==> src/rtl/hsfd_pkg.sv <==
// Shared constants, types and the CRC-8 byte update for the sensor frame decoder.
package hsfd_pkg;

    localparam logic [7:0]  CRC_POLY          = 8'h31;
    localparam logic [7:0]  CRC_INIT          = 8'hFF;
    localparam logic [2:0]  POS_LAST          = 3'd5;
    localparam logic [15:0] TEMP_SPAN_CENTI   = 16'd17500;
    localparam logic [15:0] TEMP_OFFSET_CENTI = 16'd4500;
    localparam logic [15:0] HUM_SPAN_CENTI    = 16'd10000;

    // byte positions within a reply
    localparam logic [2:0] POS_TEMP_HI = 3'd0;
    localparam logic [2:0] POS_TEMP_LO = 3'd1;
    localparam logic [2:0] POS_TEMP_CRC = 3'd2;
    localparam logic [2:0] POS_HUM_HI  = 3'd3;
    localparam logic [2:0] POS_HUM_LO  = 3'd4;

    typedef struct packed {
        logic        last;      // this beat closes a reply
        logic        ok;        // both checks passed
        logic [15:0] temp_raw;
        logic [15:0] hum_raw;
    } frame_info_t;

    // MSB-first CRC-8 over one byte, eight unrolled shift steps
    function automatic logic [7:0] crc8_byte(input logic [7:0] crc, input logic [7:0] b);
        logic [7:0] c;
        c = crc ^ b;
        for (int i = 0; i < 8; i++) begin
            if (c[7])
                c = {c[6:0], 1'b0} ^ CRC_POLY;
            else
                c = {c[6:0], 1'b0};
        end
        return c;
    endfunction

endpackage

==> src/rtl/hsfd_frame.sv <==
// Reply tracker: byte position, running CRC and the captured raw words.
module hsfd_frame
    import hsfd_pkg::*;
(
    input  logic        clk,
    input  logic        rst_n,
    input  logic        fire,
    input  logic [7:0]  data_byte,
    input  logic        frame_start,
    output frame_info_t info
);

    logic [2:0]  pos_reg, pos_next;
    logic [7:0]  crc_reg, crc_next;
    logic [15:0] temp_reg, temp_next;
    logic [15:0] hum_reg, hum_next;
    logic        first_ok_reg, first_ok_next;

    logic [2:0] pos;
    logic [7:0] crc_base;
    logic [7:0] crc_upd;

    always_comb
    begin
        // resync or out-of-range position restarts at byte 0
        if (frame_start || pos_reg > POS_LAST)
        begin
            pos      = POS_TEMP_HI;
            crc_base = CRC_INIT;
        end
        else
        begin
            pos      = pos_reg;
            crc_base = crc_reg;
        end
        crc_upd = crc8_byte(crc_base, data_byte);

        pos_next      = pos + 3'd1;
        crc_next      = crc_upd;
        temp_next     = temp_reg;
        hum_next      = hum_reg;
        first_ok_next = first_ok_reg;

        case (pos)
            POS_TEMP_HI: temp_next = {data_byte, temp_reg[7:0]};
            POS_TEMP_LO: temp_next = {temp_reg[15:8], data_byte};
            POS_TEMP_CRC:
            begin
                first_ok_next = (data_byte == crc_base);
                crc_next      = CRC_INIT;
            end
            POS_HUM_HI:  hum_next = {data_byte, hum_reg[7:0]};
            POS_HUM_LO:  hum_next = {hum_reg[15:8], data_byte};
            default:
            begin
                pos_next = POS_TEMP_HI;
                crc_next = CRC_INIT;
            end
        endcase

        info.last     = (pos == POS_LAST);
        info.ok       = first_ok_reg && (data_byte == crc_base);
        info.temp_raw = temp_reg;
        info.hum_raw  = hum_reg;
    end

    always_ff @(posedge clk or negedge rst_n)
    begin
        if (!rst_n)
        begin
            pos_reg      <= POS_TEMP_HI;
            crc_reg      <= CRC_INIT;
            temp_reg     <= '0;
            hum_reg      <= '0;
            first_ok_reg <= 1'b0;
        end
        else if (fire)
        begin
            pos_reg      <= pos_next;
            crc_reg      <= crc_next;
            temp_reg     <= temp_next;
            hum_reg      <= hum_next;
            first_ok_reg <= first_ok_next;
        end
    end

endmodule

==> src/rtl/hsfd_scale.sv <==
// Raw word to centi-units scaling; divide by 65535 via shift-add correction.
module hsfd_scale
    import hsfd_pkg::*;
(
    input  logic [15:0]        temp_raw,
    input  logic [15:0]        hum_raw,
    output logic signed [14:0] temp_centi,
    output logic [13:0]        hum_centi
);

    logic [31:0] t_prod, h_prod;
    logic [31:0] t_sum, h_sum;
    logic [15:0] t_quot, h_quot;
    logic [15:0] t_diff;

    // q < 65536 here, so floor(x/65535) == (x + (x>>16) + 1) >> 16
    always_comb
    begin
        t_prod = 32'(temp_raw) * 32'(TEMP_SPAN_CENTI);
        h_prod = 32'(hum_raw) * 32'(HUM_SPAN_CENTI);
        t_sum  = t_prod + {16'd0, t_prod[31:16]} + 32'd1;
        h_sum  = h_prod + {16'd0, h_prod[31:16]} + 32'd1;
        t_quot = t_sum[31:16];
        h_quot = h_sum[31:16];
        t_diff = t_quot - TEMP_OFFSET_CENTI;
        temp_centi = t_diff[14:0];
        hum_centi  = h_quot[13:0];
    end

endmodule

==> src/rtl/humidity_sensor_frame_decode.sv <==
// Top level of the six-byte temperature/humidity reply decoder.
// Path: the beat holding byte 5 passes the input register, then loads the result register.
// Throughput: one byte beat per cycle unless held; input register -> CRC/scale -> result register.
// Byte beats keep flowing while a result waits; only a byte 5 beat waits for a full stalled output.
// Reset (rst_n low, async): both registers empty, position 0, CRC 0xFF, raw words and flag cleared.
module humidity_sensor_frame_decode
    import hsfd_pkg::*;
(
    input  logic               clk,
    input  logic               rst_n,
    input  logic               in_valid,
    output logic               in_stall,
    input  logic [7:0]         data_byte,
    input  logic               frame_start,
    output logic               out_valid,
    input  logic               out_stall,
    output logic signed [14:0] temperature_centi,
    output logic [13:0]        humidity_centi,
    output logic               frame_valid
);

    // input register
    logic       s1_valid_reg;
    logic [7:0] s1_byte_reg;
    logic       s1_start_reg;

    // result register
    logic               out_valid_reg;
    logic signed [14:0] temp_out_reg;
    logic [13:0]        hum_out_reg;
    logic               ok_out_reg;

    frame_info_t        info;
    logic signed [14:0] temp_scaled;
    logic [13:0]        hum_scaled;
    logic               out_blocked;
    logic               s1_fire;
    logic               load_result;

    hsfd_frame u_frame (
        .clk         (clk),
        .rst_n       (rst_n),
        .fire        (s1_fire),
        .data_byte   (s1_byte_reg),
        .frame_start (s1_start_reg),
        .info        (info)
    );

    hsfd_scale u_scale (
        .temp_raw   (info.temp_raw),
        .hum_raw    (info.hum_raw),
        .temp_centi (temp_scaled),
        .hum_centi  (hum_scaled)
    );

    // held result still pending downstream
    assign out_blocked = out_valid_reg && out_stall;
    // only the closing byte needs room in the result register
    assign s1_fire     = s1_valid_reg && !(info.last && out_blocked);
    assign load_result = s1_fire && info.last;
    assign in_stall    = s1_valid_reg && !s1_fire;

    always_ff @(posedge clk or negedge rst_n)
    begin
        if (!rst_n)
            s1_valid_reg <= 1'b0;
        else if (!in_stall)
            s1_valid_reg <= in_valid;
    end

    always_ff @(posedge clk)
    begin
        if (in_valid && !in_stall)
        begin
            s1_byte_reg  <= data_byte;
            s1_start_reg <= frame_start;
        end
    end

    always_ff @(posedge clk or negedge rst_n)
    begin
        if (!rst_n)
            out_valid_reg <= 1'b0;
        else if (load_result)
            out_valid_reg <= 1'b1;
        else if (!out_stall)
            out_valid_reg <= 1'b0;
    end

    // failed check zeroes both values
    always_ff @(posedge clk)
    begin
        if (load_result)
        begin
            temp_out_reg <= info.ok ? temp_scaled : '0;
            hum_out_reg  <= info.ok ? hum_scaled : '0;
            ok_out_reg   <= info.ok;
        end
    end

    assign out_valid         = out_valid_reg;
    assign temperature_centi = temp_out_reg;
    assign humidity_centi    = hum_out_reg;
    assign frame_valid       = ok_out_reg;

endmodule

==> config.mk <==
export PLATFORM = sky130hd
export DESIGN_NAME = humidity_sensor_frame_decode
export DESIGN_NICKNAME = d
export VERILOG_FILES = /design/src/rtl/hsfd_pkg.sv /design/src/rtl/hsfd_frame.sv /design/src/rtl/hsfd_scale.sv /design/src/rtl/humidity_sensor_frame_decode.sv
export SDC_FILE = /design/constraint.sdc
export NUM_CORES = 1
export LEC_CHECK = 0
export ABC_AREA = 1
export BUFFER_PORTS_ARGS = -buffer_cell sky130_fd_sc_hd__buf_2
export CORE_MARGIN = 3
export CORE_UTILIZATION = 25
export CTS_BUF_LIST = sky130_fd_sc_hd__clkbuf_4 sky130_fd_sc_hd__clkbuf_8
export DETAILED_ROUTE_END_ITERATION = 12
export HOLD_SLACK_MARGIN = 0.08
export SYNTH_ARGS = -nofsm -noshare
export SYNTH_HDL_FRONTEND = slang
export SYNTH_SLANG_ARGS = --single-unit
export TNS_END_PERCENT = 5
==> constraint.sdc <==
create_clock -name clk -period 7.93 [get_ports clk]
set_input_delay 0.3965 -clock clk [delete_from_list [all_inputs] [get_ports clk]]
set_output_delay 0.3965 -clock clk [all_outputs]
set_load 0.1 [all_outputs]
==> metrics <==
initial antenna violation count=0; CP Class=flop to flop; Top cell by count, worst path=nand2_1; die area=50,100 um^2; Die Width=between 200 and 250 um; reg2reg start=u_frame.temp_reg[11]; Place WS=between 0.9 and 1 ns; Worst Setup SP=u_frame.temp_reg[11]; drt via density=4.38; Iteration-0 DRC Markers=494; I/O pin count=45; Final WS setup=0.881 ns; cell row count=around 80; final critical-path share of the clock period=around 90%; Hold Path Class=input port to flop; post-synth top area cell=ha_1; vias in the first global route=9,666; clk sink count=between 80 and 90; Seq/Total Area, Yosys=19.6%; routability cong.=0.894; CTS tree=built; syn nets=1,881; share of layout cells above drive strength 1=under 10%; Area growth, synth to finish=10.1%; reg2reg setup slack=0.88 ns; CP peak stage delay=0.52 ns; Mean Syn Cell Area=7.45 um^2; diode count=0; Post-DRT Antenna Nets=0; largest net degree at the start of global routing=47; cell with the most instances after synthesis=inv_1; Ys Warns=0; largest cells by area after synthesis=ha_1 (21%), fa_1 (13%), inv_1 (12%), nand2_1 (11%), edfxtp_1 (9.9%); Starting Density=25.4%; height of the die=224 um; startpoint types=flop; Slew HR=about a third; Synth Register Bits=85; most common library cells after synthesis=inv_1 (384), nand2_1 (344), ha_1 (195), nor2_1 (112), fa_1 (80); TritonCTS Buffers=9; FMAX=142 MHz; Port Buffers=44; CP max-delay cell=dfrtp_1; Crit path required time=8.10 ns; dominant synthesized flop cell=edfxtp_1; crit path DAT=approximately 7.2 ns; drt pass-1 iters=5; Worst-path clk slew=0.10 ns; Post-route DRC=0; Fill cells=5,096; Setup-failing EPs final=0; simple-gate area share of the yosys netlist=22.6%; clk_lat worst skew=0.42 ns; core area=around 47,000 um^2; max_cap viols=0; crit path time final=just over 7 ns; via count=9,876; Post-synth EDFFs=39; worst-margin pin slew=1.02 ns; cell count after synthesis=1,593; Worst R2R End=temperature_centi[10]; outcome=finished clean; Final Hold Vio Count=0; sum of negative setup slack=0 ns; Post-Route WL=29,500 um; first-pass GRT wire length=49,500 um; skew final=0.0231 ns; Root Driver=clkbuf_8; Wirelength per Cell=13.1 um; CTS HTree Levels=3; hpwl dp=between 20,000 and 25,000 um; async set or reset register ratio after synthesis=between 50% and 60%; area share of the largest cell type after synthesis=between 20% and 30%; Reg2Reg Depth=41; main combinational cell family by area after synthesis=adder cells; Post CTS Setup Buffer Count=0; RSZ-0062 raised after global routing=false; critical path fanouts, max=9; post-cts gate resize count=0; mux share of post-synthesis cell area=0%; Slew Viols, Final=0; Bufs on Longest Clock Path=2; GRT overflow=0; critical path capture point=temperature_centi[10]; Compound-Gate Fraction of Synth Area=7.65%; Critical Path Sink Type=flop; Post-Synth Adder-Cell Area=34.0%; nets=between 1,500 and 2,000; Yosys cell types=43; post-synthesis xor/xnor area fraction=3.46%; Cell Area, Synth=11,900 um^2; GRT Total Usage=12.1%
layout by cell type (no fill, tap or decap), types with 4 or more instances in the layout:
master and n:
nand2_2 20, nand2_1 344, a22oi_1 4, nand3_1 75
fa_1 80, nand3_2 6, o21a_1 4, xnor2_1 15
o21ai_0 66, dfrtp_1 38, ha_1 195, o21bai_1 5
nor2_1 111, inv_1 384, clkbuf_8 9, buf_2 44
edfxtp_1 39, xor2_1 30, nor3_1 16, inv_2 4
nand4_1 22, a21oi_1 71, nor2_2 14, o21ai_1 4
dfstp_2 8
cells by family after synthesis:
kind of cell | count (synthesis)
adder cells (fa/ha/maj) | 275
AND/OR/NAND/NOR | 622
AO/OA/AOI/OAI | 168
flip-flops | 85
buffers and inverters | 397
XOR/XNOR | 46
layer usage:
metal | wire [um] | vias to the layer above | GRT usage (%)
met5 | 0 | - | 0
met4 | 654 | 0 | 3.30
met3 | 1010 | 45 | 1.65
met2 | 13400 | 185 | 19.8
met1 | 14500 | 4570 | 16.8
li1 | - | 5076 | -
through the flow:
stage	cells	hold slack, ns	instance area (um^2)	util (%)
after floorplan	1593	0.101	11900	-
after global placement	2239	0.470	12800	27.5
after detailed placement	2239	0.473	12800	27.5
after CTS	2256	0.112	13100	28.0
after global routing	2256	0.121	13100	28.0
final	2256	0.149	13100	28.0
final cells by class:
type,count,area [um^2],area share (%)
Sequential cell,85,2330,17.8
Tap cell,607,759,5.81
Multi-Input combinational cell,1111,8050,61.6
Clock inverter,7,92.6,0.708
Inverter,390,1460,11.2
Timing Repair Buffer,47,245,1.88
Clock buffer,9,124,0.948
repair_timing:
item                                   CTS  global route
endpoints found under the hold margin   38             0
hold buffers                             1             0
setup endpoints to repair                0             0
worst min path at each step:
stage / startpoint / endpoint / slack (ns) / cells after the start
after floorplan: rst_n / out_valid / 0.10 / 0
after global placement: u_frame.first_ok_reg / u_frame.first_ok_reg / 0.47 / 2
after detailed placement: u_frame.first_ok_reg / u_frame.first_ok_reg / 0.47 / 2
after CTS: frame_start / s1_start_reg / 0.11 / 1
after global routing: frame_start / s1_start_reg / 0.12 / 1
final: frame_start / s1_start_reg / 0.15 / 1
critical path: cells and delay by family, from the launching register on:
kind / cells / cell delay (ns)
compound gates: 4 / 0.81
fa+ha+maj: 8 / 3.08
buf+inv: 8 / 0.44
flops: 1 / 0.52
simple gates: 21 / 1.94
Power is not shown: default switching activity piles up to over one toggle a cycle in this logic, so the estimate is an artifact.
